--- config.mk ---
export PLATFORM = sky130hd
export DESIGN_NAME = qbf_ctrl
export DESIGN_NICKNAME = d
export VERILOG_FILES = /design/src/hw/rtl/qbf_pkg.sv /design/src/hw/rtl/qbf_ctrl.sv
export SDC_FILE = /design/constraint.sdc
export NUM_CORES = 1
export LEC_CHECK = 0
export ABC_CLOCK_PERIOD_IN_PS = 4890
export BUFFER_PORTS_ARGS = -buffer_cell sky130_fd_sc_hd__buf_2
export CORE_MARGIN = 8
export CORE_UTILIZATION = 35
export CTS_BUF_LIST = sky130_fd_sc_hd__clkbuf_16
export DETAILED_ROUTE_END_ITERATION = 10
export PLACE_DENSITY = 0.52
export SETUP_SLACK_MARGIN = 0.4
export SKIP_CTS_REPAIR_TIMING = 1
export SYNTH_ARGS = -nofsm -noshare
export SYNTH_HDL_FRONTEND = slang
export SYNTH_SLANG_ARGS = --single-unit
--- constraint.sdc ---
create_clock -name clk -period 4.89 [get_ports clk]
set_clock_uncertainty 0.15 [all_clocks]
set_input_delay 0.978 -clock clk [delete_from_list [all_inputs] [get_ports clk]]
set_output_delay 0.978 -clock clk [all_outputs]
set_load 0.05 [all_outputs]
--- src/hw/rtl/qbf_pkg.sv ---
// Shared types and constants for the quadratic curve flattener.
// Used by qbf_ctrl, qbf_lane and the top level; no dependencies.
package qbf_pkg;

  localparam int STEP_BITS = 16;
  localparam int T_BITS    = 17;
  localparam int W_SHIFT   = 32;
  localparam int D1_SHIFT  = 17;

  localparam logic [STEP_BITS-1:0] STEP_MIN   = 16'd1041;
  localparam logic [STEP_BITS-1:0] STEP_RESET = 16'd1311;

  typedef enum logic [1:0] {
    MOP_D1   = 2'd0,
    MOP_D2   = 2'd1,
    MOP_PROD = 2'd2
  } mop_t;

  typedef struct packed {
    logic load;
    logic diff;
    logic mul;
    mop_t mop;
    logic save_p1;
    logic init;
    logic out_load;
    logic out_end;
  } qbf_cmd_t;

endpackage

--- src/hw/rtl/qbf_ctrl.sv ---
// Sequencer for the flattener: input handshake, setup steps, parameter
// counter, step register and output valid. Depends on qbf_pkg.
module qbf_ctrl (
  input  logic                          clk,
  input  logic                          rst,
  input  logic                          in_valid,
  output logic                          in_stall,
  output logic                          out_valid,
  input  logic                          out_stall,
  output logic                          last,
  input  logic                          step_size_we,
  input  logic [qbf_pkg::STEP_BITS-1:0] step_size,
  output qbf_pkg::qbf_cmd_t             cmd,
  output logic [qbf_pkg::STEP_BITS-1:0] h
);
  import qbf_pkg::*;

  typedef enum logic [6:0] {
    S_IDLE = 7'b0000001,
    S_DIFF = 7'b0000010,
    S_MUL1 = 7'b0000100,
    S_MUL2 = 7'b0001000,
    S_MUL3 = 7'b0010000,
    S_INIT = 7'b0100000,
    S_EMIT = 7'b1000000
  } state_t;

  state_t               state;
  state_t               state_next;
  logic [STEP_BITS-1:0] step;
  logic [T_BITS-1:0]    t;
  logic                 out_free;

  assign in_stall = (state != S_IDLE);
  assign out_free = !out_valid || !out_stall;

  always_comb begin
    cmd        = '0;
    state_next = state;
    case (state)
      S_IDLE: begin
        if (in_valid) begin
          cmd.load   = 1'b1;
          state_next = S_DIFF;
        end
      end
      S_DIFF: begin
        cmd.diff   = 1'b1;
        state_next = S_MUL1;
      end
      S_MUL1: begin
        cmd.mul    = 1'b1;
        cmd.mop    = MOP_D1;
        state_next = S_MUL2;
      end
      S_MUL2: begin
        cmd.mul     = 1'b1;
        cmd.mop     = MOP_D2;
        cmd.save_p1 = 1'b1;
        state_next  = S_MUL3;
      end
      S_MUL3: begin
        cmd.mul    = 1'b1;
        cmd.mop    = MOP_PROD;
        state_next = S_INIT;
      end
      S_INIT: begin
        cmd.init   = 1'b1;
        state_next = S_EMIT;
      end
      S_EMIT: begin
        if (out_free) begin
          cmd.out_load = 1'b1;
          cmd.out_end  = t[T_BITS-1];
          if (t[T_BITS-1]) begin
            state_next = S_IDLE;
          end
        end
      end
      default: state_next = S_IDLE;
    endcase
  end

  always_ff @(posedge clk) begin
    if (rst) begin
      state     <= S_IDLE;
      step      <= STEP_RESET;
      out_valid <= 1'b0;
      t         <= '0;
    end else begin
      state <= state_next;
      if (step_size_we) begin
        step <= step_size;
      end
      if (cmd.out_load) begin
        out_valid <= 1'b1;
      end else if (!out_stall) begin
        out_valid <= 1'b0;
      end
      if (cmd.load) begin
        t <= '0;
      end else if (cmd.out_load && !cmd.out_end) begin
        t <= t + {1'b0, h};
      end
    end
  end

  always_ff @(posedge clk) begin
    if (cmd.load) begin
      h <= (step < STEP_MIN) ? STEP_MIN : step;
    end
    if (cmd.out_load) begin
      last <= cmd.out_end;
    end
  end

endmodule

# After elaboration in Yosys (flattened, before gate mapping)
# Index checks and enable logic that the tools add are counted.
# classes
addsub,1
magnitude_cmp,1
eq_ne,12
n_mux,14
reduce_logical,7
# ops
op,count
$pmux W7 S7,1
$mux W7,3
$add A17 B16 Y17,1
$lt A16 B11 Y1 const B,1
$pmux W3 S3,1
$eq A7 B1 Y1 const B,1
$eq A7 B2 Y1 const B,1
$eq A7 B3 Y1 const B,1
$eq A7 B4 Y1 const B,1
$eq A7 B5 Y1 const B,1
$eq A7 B6 Y1 const B,1
$eq A7 B7 Y1 const B,1
$mux W1,7
$ne A7 B1 Y1 const B,1
$ne A2 B2 Y1 const B,3
$mux W2,2
$logic_not A1 Y1,3
$reduce_and A3 Y1,1
$ne A2 B1 Y1 const B,1
$reduce_or A2 Y1,1
$logic_and A1 B1 Y1,1
$logic_or A1 B1 Y1,1
# totals
ff_bits,58
inputBits,21
out_inout_bits,28
wordCells,41

# Depth between registers and ports, before layout
# depth
ltp_word,6
ltp_mapped,9
ltp_nobuf,9

# Worst setup path before layout
# Ideal clock, no wire load.
# synth_timing
kind,in2out
start,in out_stall
end,out cmd[0] in the netlist's numbering
t_arrival_ns,2.967
required_ns,3.762
path_slack_ns,0.795
path_stages,3
n_path_buf,0
path_cell_list,and2_1 > nor3_1 > and2_1
# synth_rtl
item,line,rtl
"start, declared",qbf_ctrl.sv:9,"input logic out_stall,"
"end, declared",qbf_ctrl.sv:13,"output qbf_pkg::qbf_cmd_t cmd,"

==> impl_metrics.csv <==
group,metric,value,unit
run_status,status,"completed",
grt,grt_pass1_wl,10140,um
clocking,cts.sinks,58,
placed_design,place_area,0.003192,sq mm
grt,grt_max_degree,18,
detailed_routing,drt_wl_total,6049,um
detailed_routing,drc,0,
timing,min_period,3.207,ns
run,maxCapViolations,0,
floorplanning,start_util,35.50,%
finish,fin_area,0.003550,sq mm
finish,drive_gt1_share,21.10,%
synthesis,synth_edf_count,17,
clocking,clock_latency,0.32,ns
synthesis,yosysWarnings,0,
timing,timing.final.crit_share,65.59,%
synthesis,syn_inst,294,
grt,grt_pass1_vias,2111,
worst_hold_path,hold_path_class,"reg -> reg",
worst_setup_path,end_kind,"primary output",
detailed_routing,wire_per_inst,13.41,um
synthesis,ys_top_cells_by_area,"dfxtp_1, edfxtp_1, ha_1",
detailed_routing,vias_per_cell,4.825,
worst_setup_path,worstPathCellList,"buf_2, and2_1, nor3_1, and2_1, buf_2",
worst_setup_path,slowest_stage,"nor3_1",
grt,overflow,0,
worst_setup_path,cp_max_fo,4,
detailed_routing,drt_pass1_iterations,4,
finish,nets,379,
synthesis,ys_types,50,
timing,maxSlewHeadroom,32.96,%
floorplanning,core_area,0.008093,sq mm
floorplanning,fp.dieH,106.6,um
synthesis,synthTopCellsByCount,"dfxtp_1, nor2_1, nand2_1, a21oi_1, mux2i_1",
synthesis,yosysMostFrequentCell,"dfxtp_1",
synthesis,synth_top_area_share,28.57,%
clocking,root_buffer,"clkbuf_16",
synthesis,synth-seq-area-share,46.34,%
clocking,cts_buffer_depth,2,
finish,final_util,43.86,%
placed_design,dp.cells,435,
timing,worst_slew_pin_slew,0.9979,ns
placed_design,portBuffers,48,
timing,final_max_slew_viol_count,0,
placed_design,place.gp.congestion,0.7925,
finish,diodes,0,
clocking,htreeDepth,3,
finish,final_cells,451,
detailed_routing,num_vias,2176,
power_and_ir_drop,vdd_ir_drop_max,0.1995,mV
worst_setup_path,start_kind,"input port",
clocking,clk_pin_slew_worst_paths,0.05,ns
finish,fillerInstances,834,
synthesis,synth_nets,332,
grt,grt_usage,11.16,%
finish,multi_input_area,0.001459,sq mm
synthesis,syn_area,0.002873,sq mm
synthesis,synth_top_area_cell,"dfxtp_1",
floorplanning,rows,33,
synthesis,synthArstFlopShare,0,%
finish,regArea,0.001331,sq mm
floorplanning,die_area,0.01136,sq mm
detailed_routing,drt_iter0_markers,40,
finish,area_growth,23.56,%
worst_setup_path,critPathArrivalTime,2.08,ns
timing,setup_violations,0,
synthesis,ys_ff_latch,58,
timing,fmax,311.8,MHz
worst_setup_path,required,3.76,ns
timing,hold_violations,0,
clocking,cts_tree,"done",
floorplanning,io-pin-count,49,
worst_setup_path,critPathKind,"in -> out",
timing,rsz0062_at_grt,"false",
timing,hold_slack,0.3052,ns
synthesis,ys_dominant_reg_cell,"dfxtp_1",
worst_setup_path,max_stage_delay,0.34,ns
power_and_ir_drop,leakage,1.544,nW
synthesis,avgSynthCellArea,9.771,sq um
grt,grt_antenna_before_repair,0,
power_and_ir_drop,powerDensity,403.2,mW/mm^2
floorplanning,die_x,106.6,um
detailed_routing,drtAntennaViolNets,0,
placed_design,dp_hpwl,4685,um
timing,tns,0,ns
clocking,cts_made_buffers,9,
==> registers in the layout (all words and copies together) (netlist names) <==
name and count:
state 7, h 16, out_valid 1, step 16, last 1, t 17
==> critical path: cells and delay by family <==
kind,cells,cell delay (ns)
AND/OR/NAND/NOR,3,0.74
buffers and inverters,2,0.36
==> area by class of cell <==
class                      count  area share [%]
multi-input combinational    217           41.10
clock buffer                   9           6.345
tap                          105           3.701
timing repair buffer          49           6.979
sequential                    58           37.50
inverter                       6          0.6345
clock inverter                 7           3.736
==> layer usage <==
| layer | vias up | part of all wire [%] | global-route usage, % |
|---|---|---|---|
| met5 | - | 0 | 0 |
| met4 | 0 | 2.0 | 4.121 |
| met3 | 8 | 4.2 | 4.379 |
| met2 | 36 | 45 | 17.32 |
| met1 | 988 | 49 | 13.69 |
| li1 | 1144 | - | - |
==> cell families (layout without fill, tap and decap cells) <==
logic type	count (synthesis)	count (layout)	share of synthesized area (%)
adders and majority gates	17	17	7.665
AOI/OAI and AO/OA	59	59	13.50
and+or+nand+nor	111	111	19.64
xor gates and xnor gates	11	11	3.354
muxes	19	19	6.620
DFF	58	58	46.34
buffers and inverters	19	71	2.874
==> path summary, 6_finish.rpt <==
| path | startpoint | cells after the start | to | slack, ns |
|---|---|---|---|---|
| hold / removal | t[6] | 2 | t[6] | 0.31 |
| setup reg to reg | h[0] | 9 | t[16] | 2.04 |
| setup / recovery | out_stall | 5 | cmd[0] | 1.68 |
| hold reg to reg | t[6] | 2 | t[6] | 0.31 |
==> through the flow <==
step           setup slack (ns)  total power [mW]
2_1_floorplan            0.7947            0.6564
3_3_place_gp              1.720            0.6965
3_5_place_dp              1.667            0.6975
4_1_cts                   1.663             1.451
5_1_grt                   1.603             1.488
6_report                  1.683             1.431
==> layout by cell type (no fill, tap or decap), types with 8 or more instances in the layout <==
cell type and instances:
nand2_1 29, nand3_1 10, a21oi_1 19, and2_1 11, o21ai_0 11, nor2_1 32
buf_2 48, ha_1 16, clkbuf_16 9, mux2i_1 19, dfxtp_1 41, a21o_1 8
edfxtp_1 17
==> where the power goes <==
group	switching, mW	internal, mW
registers	0.0165	0.521
logic	0.104	0.0449
clock network	0.202	0.544
total	0.322	1.11
Power figures use the tool's default switching activity.
