<file path="src/hw/rtl/qbf_pkg.sv">
// Shared types and constants for the quadratic curve flattener.
// Used by qbf_ctrl, qbf_lane and the top level; no dependencies.
package qbf_pkg;

  localparam int STEP_BITS = 16;
  localparam int T_BITS    = 17;
  localparam int W_SHIFT   = 32;
  localparam int D1_SHIFT  = 17;

  localparam logic [STEP_BITS-1:0] STEP_MIN   = 16'd1041;
  localparam logic [STEP_BITS-1:0] STEP_RESET = 16'd1311;

  typedef enum logic [1:0] {
    MOP_D1   = 2'd0,
    MOP_D2   = 2'd1,
    MOP_PROD = 2'd2
  } mop_t;

  typedef struct packed {
    logic load;
    logic diff;
    logic mul;
    mop_t mop;
    logic save_p1;
    logic init;
    logic out_load;
    logic out_end;
  } qbf_cmd_t;

endpackage

</file>
<file path="src/hw/rtl/qbf_lane.sv">
// One coordinate lane: difference terms, shared step multiplier and the
// forward-difference accumulators that produce the rounded curve samples.
// Depends on qbf_pkg.
module qbf_lane #(
  parameter int CW = 32
) (
  input  logic                                 clk,
  input  logic                                 rst,
  input  qbf_pkg::qbf_cmd_t                    cmd,
  input  logic [qbf_pkg::STEP_BITS-1:0]        h,
  input  logic                                 new_path,
  input  logic signed [CW-1:0]                 start_c,
  input  logic signed [CW-1:0]                 ctrl_c,
  input  logic signed [CW-1:0]                 end_c,
  output logic signed [CW-1:0]                 point
);
  import qbf_pkg::*;

  localparam int DW1  = CW + 1;
  localparam int DW2  = CW + 2;
  localparam int MOPW = CW + 18;
  localparam int PRW  = MOPW + STEP_BITS + 1;
  localparam int AW   = CW + 37;

  logic signed [CW-1:0]   s;
  logic signed [CW-1:0]   c;
  logic signed [CW-1:0]   e;
  logic signed [DW1-1:0]  d1;
  logic signed [DW2-1:0]  d2;
  logic signed [PRW-1:0]  prod;
  logic signed [PRW-1:0]  p1;
  logic signed [AW-1:0]   acc;
  logic signed [AW-1:0]   dlt;
  logic signed [AW-1:0]   dd;
  logic signed [MOPW-1:0] op;
  logic signed [STEP_BITS:0] hs;
  logic signed [AW-1:0]   rnd;

  assign hs  = {1'b0, h};
  assign rnd = acc + (AW'(1) <<< (W_SHIFT - 1));

  always_comb begin
    case (cmd.mop)
      MOP_D1:   op = MOPW'(d1);
      MOP_D2:   op = MOPW'(d2);
      MOP_PROD: op = prod[MOPW-1:0];
      default:  op = MOPW'(d1);
    endcase
  end

  always_ff @(posedge clk) begin
    if (rst) begin
      e <= '0;
    end else if (cmd.load) begin
      e <= end_c;
    end
  end

  always_ff @(posedge clk) begin
    if (cmd.load) begin
      s <= new_path ? start_c : e;
      c <= ctrl_c;
    end
    if (cmd.diff) begin
      d1 <= DW1'(c) - DW1'(s);
      d2 <= DW2'(s) + DW2'(e) - (DW2'(c) <<< 1);
    end
    if (cmd.mul) begin
      prod <= PRW'(op) * PRW'(hs);
    end
    if (cmd.save_p1) begin
      p1 <= prod;
    end
    if (cmd.init) begin
      acc <= AW'(s) <<< W_SHIFT;
      dlt <= (AW'(p1) <<< D1_SHIFT) + AW'(prod);
      dd  <= AW'(prod) <<< 1;
    end else if (cmd.out_load && !cmd.out_end) begin
      acc <= acc + dlt;
      dlt <= dlt + dd;
    end
    if (cmd.out_load) begin
      point <= cmd.out_end ? e : rnd[W_SHIFT+CW-1:W_SHIFT];
    end
  end

endmodule

</file>
<file path="config.mk">
export PLATFORM = sky130hd
export DESIGN_NAME = qbf_lane
export DESIGN_NICKNAME = d
export VERILOG_FILES = /design/src/hw/rtl/qbf_pkg.sv /design/src/hw/rtl/qbf_lane.sv
export SDC_FILE = /design/constraint.sdc
export NUM_CORES = 2
export LEC_CHECK = 0
export BUFFER_PORTS_ARGS = -buffer_cell sky130_fd_sc_hd__buf_4
export CORE_MARGIN = 2
export CORE_UTILIZATION = 67
export CTS_BUF_LIST = sky130_fd_sc_hd__clkbuf_8
export DETAILED_ROUTE_END_ITERATION = 8
export PLACE_DENSITY = 0.85
export SLEW_MARGIN = 30
export SYNTH_ARGS = -nofsm -noshare
export SYNTH_HDL_FRONTEND = slang
export SYNTH_SLANG_ARGS = --single-unit
</file>
<file path="constraint.sdc">
create_clock -name clk -period 23.9 [get_ports clk]
set_input_delay 2.39 -clock clk [delete_from_list [all_inputs] [get_ports clk]]
set_output_delay 2.39 -clock clk [all_outputs]
set_load 0.005 [all_outputs]
</file>
# == Word level (Yosys, flattened, before mapping) ==
# Index checks and enable logic that the tools add are counted.
# Widths: inputs -> output; s select.
# totals
regBits,519
input_bits,124
word_cells,32
# op_classes
muxes,7
multipliers,1
reduce_logical,3
n_eq_ne,2
addsub,7
# op_table
operator,count
$mux 69,4
$pmux 50 s2,1
$add 69x67->69,1
$add 69x68->69,1
$add 69x69->69,1
$mul 50x17->67,1
$add 64x33->64 const B,1
$mux 32,2
$sub 33x33->34,1
$add 32x32->33,1
$sub 32x32->33,1
$eq 2x1->1 const B,1
$eq 2x2->1 const B,1
$reduce_bool 2->1,1
$logic_and 1x1->1,1
$logic_not 1->1,1

# == Longest topological paths before layout ==
# depth
ltp_word,4
depth_mapped,32
depth_no_buf,29

# == Least setup slack after synthesis ==
# OpenSTA, ideal clock, no wires.
# synth_timing
kind,input to register
from,input cmd[4] (netlist name)
to,register prod[58] (data pin)
path_stages,29
slack_ns,14.027
arrival_time_ns,9.614
setup_time_ns,0.259
n_path_buf,3
cell_sequence,inv_1 -> ha_1 -> clkbuf_1 -> buf_1 -> a22oi_1 -> o21ai_0 -> clkbuf_1 -> nand2_1 -> fa_1 -> fa_1 -> fa_1 -> inv_1 -> fa_1 -> fa_1 -> inv_1 -> fa_1 -> inv_1 -> ha_1 -> a21o_1 -> a21o_1 -> a21oi_1 -> a21oi_1 -> a2111oi_0 -> a21bo_2 -> a211oi_2 -> nor2_1 -> o41a_1 -> a21o_1 -> xor2_1
# synth_via
elab_chain_cells,3
word_cells_on_any_way,4
# synth_lines
element,line_no,text
"start, declared",qbf_lane.sv:9,"input qbf_pkg::qbf_cmd_t cmd,"
$eq 2x2->1 / $eq 2x1->1 (equally long branches),qbf_lane.sv:43,case (cmd.mop)
$pmux 50 s2 (*),qbf_lane.sv:43,
$mul 50x17->67 (*),qbf_lane.sv:69,prod <= PRW'(op) * PRW'(hs);
"end signal, assigned",qbf_lane.sv:69,
"end, declared",qbf_lane.sv:30,logic signed [PRW-1:0] prod;
# Every way passes the cells marked *; elsewhere a longest branch is shown, timed or not.
# A chain may end at the register's enable or synchronous reset.

# == Worst setup path in the final report ==
# layout_timing
from,input cmd[4] (netlist name)
to,register prod[63] (data pin)
# Same word-level chain as after synthesis.

==> results_dict.tcl <==
set metrics [dict create \
    finalWorstPathRequiredPeriod_ns 10.48 \
    vias 45360 \
    slew_violations 0 \
    most-common-layout-cells "sky130_fd_sc_hd__inv_1 (1021), sky130_fd_sc_hd__nand2_1 (879), sky130_fd_sc_hd__fa_1 (757), sky130_fd_sc_hd__edfxtp_1 (433), sky130_fd_sc_hd__ha_1 (385)" \
    synth_simple_gate_area_share_pct 14.07 \
    cts_tree "yes" \
    routed_via_count_divided_by_cell_count 6.129 \
    die_height_um 297.1 \
    critPathMostFrequentCell "sky130_fd_sc_hd__fa_1" \
    regArea_sq_um 14280 \
    worst_ep_arrival_time_ns 10.89 \
    holdCritPathClass "flop to flop" \
    critical_path.reg2reg.endpoint "prod[63]$_DFFE_PP_" \
    finalSetupViolCount 0 \
    insertion_delay_ns 0.68 \
    critPathKind "primary input to flop" \
    synth_compound_gate_area_share_pct 12.66 \
    syn_area_per_cell_sq_um 9.342 \
    cts.reportedPaths.clkPinSlew_ns 0.07 \
    cts_root_buf "sky130_fd_sc_hd__clkbuf_8" \
    tritoncts_num_sinks 497 \
    multi_input_gate_area_sq_um 38600 \
    ys.warnings.count 0 \
    timing.critical_path.from_type "primary input" \
    drc 0 \
    final_hold_violation_count 0 \
    rows 107 \
    dp_hpwl_um 123400 \
    synth_edf_count 433 \
    post_synth_num_cell_types 84 \
    worstRegToRegCells 24 \
    post_synth_inst_count 6163 \
    critical_path.slowest_cell "sky130_fd_sc_hd__o31ai_2" \
    clk_path_buf_depth 3 \
    fin_tns_setup_ns 0 \
    status "finished clean" \
    routabilityCongestion 1.026 \
    post_synth_xor_area_fraction_pct 4.716 \
    detail_route.first_pass.iterations 6 \
    worstHoldStart "acc[4]$_SDFFE_PP0P_" \
    final_common_cell "sky130_fd_sc_hd__inv_1" \
    number_of_register_bits_inferred_by_synthesis 497 \
    grt_start_max_net_pins 95 \
    mappedNetlistArea_sq_um 57570 \
    grt_pass1_wl_um 254200 \
    finalCritPeriodShare_pct 43.84 \
    fp.dieW_um 297.1 \
    die_area_sq_um 88290 \
    drt_iter0_drc 4764 \
    worst_slew_pin_slew_ns 0.9783 \
    cap_viol_max_count 0 \
    synth-adder-area-share_pct 34.71 \
    clock.fmax_mhz 95.45 \
    r2r_slack_ns 15.77 \
    area.growth.synth_to_final_pct 6.431 \
    wl_per_cell_um 21.96 \
    cts_hold_buf 0 \
    share_of_synthesized_area_occupied_by_flip_flops_and_latches_pct 24.81 \
    clk_skew_ns 0.04088 \
    worst_hold_path.endpoint "acc[4]$_SDFFE_PP0P_" \
    dominantRegCellSynth "sky130_fd_sc_hd__edfxtp_1" \
    cts_buffers 76 \
    total_core_area_sq_um 85150 \
    total_detailed_routing_wirelength_um 162500 \
    setup_repair_after_global_routing_missed_its_margin "false" \
    number_of_nets_still_failing_antenna_checks_after_routing 0 \
    post_cts.resized_instances 0 \
    initial_utilization_pct 67.62 \
    max_stage_delay_ns 0.69 \
    ioPinCount 156 \
    timing.critical_path.fanout_max 67 \
    fraction_of_synthesized_area_in_multiplexers_pct 0.7628 \
    synth_nets 7430 \
    synthArstFlopShare_pct 0 \
    cts-htree-levels 3 \
    slew_headroom_pct 34.78 \
    globalRouteOverflowTotal 0 \
    synth_top_family_by_area "adder cells" \
    fillerInstances 6295 \
    antenna_found_initial 6 \
    number_of_buffer_cells_added_on_primary_ports 155 \
    regToRegStartpoint "prod[24]$_DFFE_PP_" \
    timing.critical_path.required_ns 24.31 \
    post_route_cells_drive_above_1_share_pct 6.234 \
    grt_pass1_vias 46730 \
    end_kind "flop" \
    post_cts_buffers 0 \
    num-nets-final 7462 \
    global_route.usage.total_pct 36.93 \
    min_delay_path_depth 2 \
]
flip-flops by register name, indices dropped and copies added, names as in the netlist:
signal / flops
e: 32
p1: 47
s: 32
d1: 33
c: 32
point: 32
acc: 64
dd: 63
d2: 34
dlt: 64
prod: 64
layer usage:
layer  global-route usage, %  up-vias  part of all wire, %
met5                       0        -               0.0080
met3                   7.289      461                   12
met2                   58.72     2681                   46
met1                   50.54    22090                   38
met4                   14.03        2                  3.9
li1                        -    20140                    -
cell usage after synthesis, drive strengths merged, types with 11 or more instances:
master,n,area [sq um]
a211oi,25,202.7
a21o,170,1276
a21oi,347,1752
a22oi,34,255.2
a31oi,39,259.0
a41oi,11,103.9
and2,335,2096
and3,42,262.8
buf,24,92.59
clkbuf,236,887.1
dfxtp,64,1281
edfxtp,433,13000
fa,757,15150
ha,386,4830
inv,1008,3784
mux2i,36,360.4
nand2,879,3299
nand2b,41,256.5
nand3,78,390.4
nand4,46,287.8
nor2,202,758.2
nor2b,27,168.9
nor3,38,190.2
o211ai,27,202.7
o21a,35,262.8
o21ai,290,1463
o21bai,52,394.1
o22ai,30,187.7
o31ai,23,177.7
xnor2,185,1620
xor2,125,1095
cells by family after synthesis:
group | after synthesis
adder cells (fa/ha/maj) | 1143
XOR/XNOR | 310
buffers and inverters | 1268
AND/OR/NAND/NOR | 1741
AO/OA/AOI/OAI | 1161
flip-flops | 497
multiplexers | 43
how the worst max path moves through the flow:
stage | end | depth (start not counted) | from | slack [ns]
detailed placement | prod[63]$_DFFE_PP_ | 29 | cmd[4] | 13.01
global route | prod[63]$_DFFE_PP_ | 29 | cmd[4] | 13.23
floorplan | prod[58]$_DFFE_PP_ | 29 | cmd[4] | 14.03
global placement | prod[63]$_DFFE_PP_ | 30 | cmd[4] | 13.06
finish | prod[63]$_DFFE_PP_ | 29 | cmd[4] | 13.42
CTS | prod[63]$_DFFE_PP_ | 29 | cmd[4] | 13.72
critical path, delay by kind of cell:
kind                       cells  cell delay [ns]
buffers and inverters          7             1.25
and+or+nand+nor                3             0.53
adders and majority gates      8             3.85
xor gates and xnor gates       1             0.08
AOI/OAI and AO/OA             10             2.70
cell type report:
type                            instances  share of cell area, %
Sequential cell                       497                  23.31
Multi-Input combinational cell       4398                  63.00
Inverter                             1008                  6.177
Clock inverter                         49                 0.5084
Timing Repair Buffer                  214                  2.646
Antenna cell                            1               0.004084
Clock buffer                           90                  2.021
Tap cell                             1144                  2.336
through the flow:
step                setup slack, ns  hold WS, ns  area (sq um)  cells  util [%]
floorplan                     14.03       0.4315         57570   6163         -
global placement              13.06       0.4420         59680   7261     70.09
detailed placement            13.01       0.4483         59700   7261     70.11
CTS                           13.72       0.4569         61250   7400     71.93
global route                  13.23       0.4827         61280   7401     71.97
finish                        13.42       0.4568         61280   7401     71.97
Power is not shown: default switching activity piles up to over one toggle a cycle in this logic, so the estimate is an artifact.
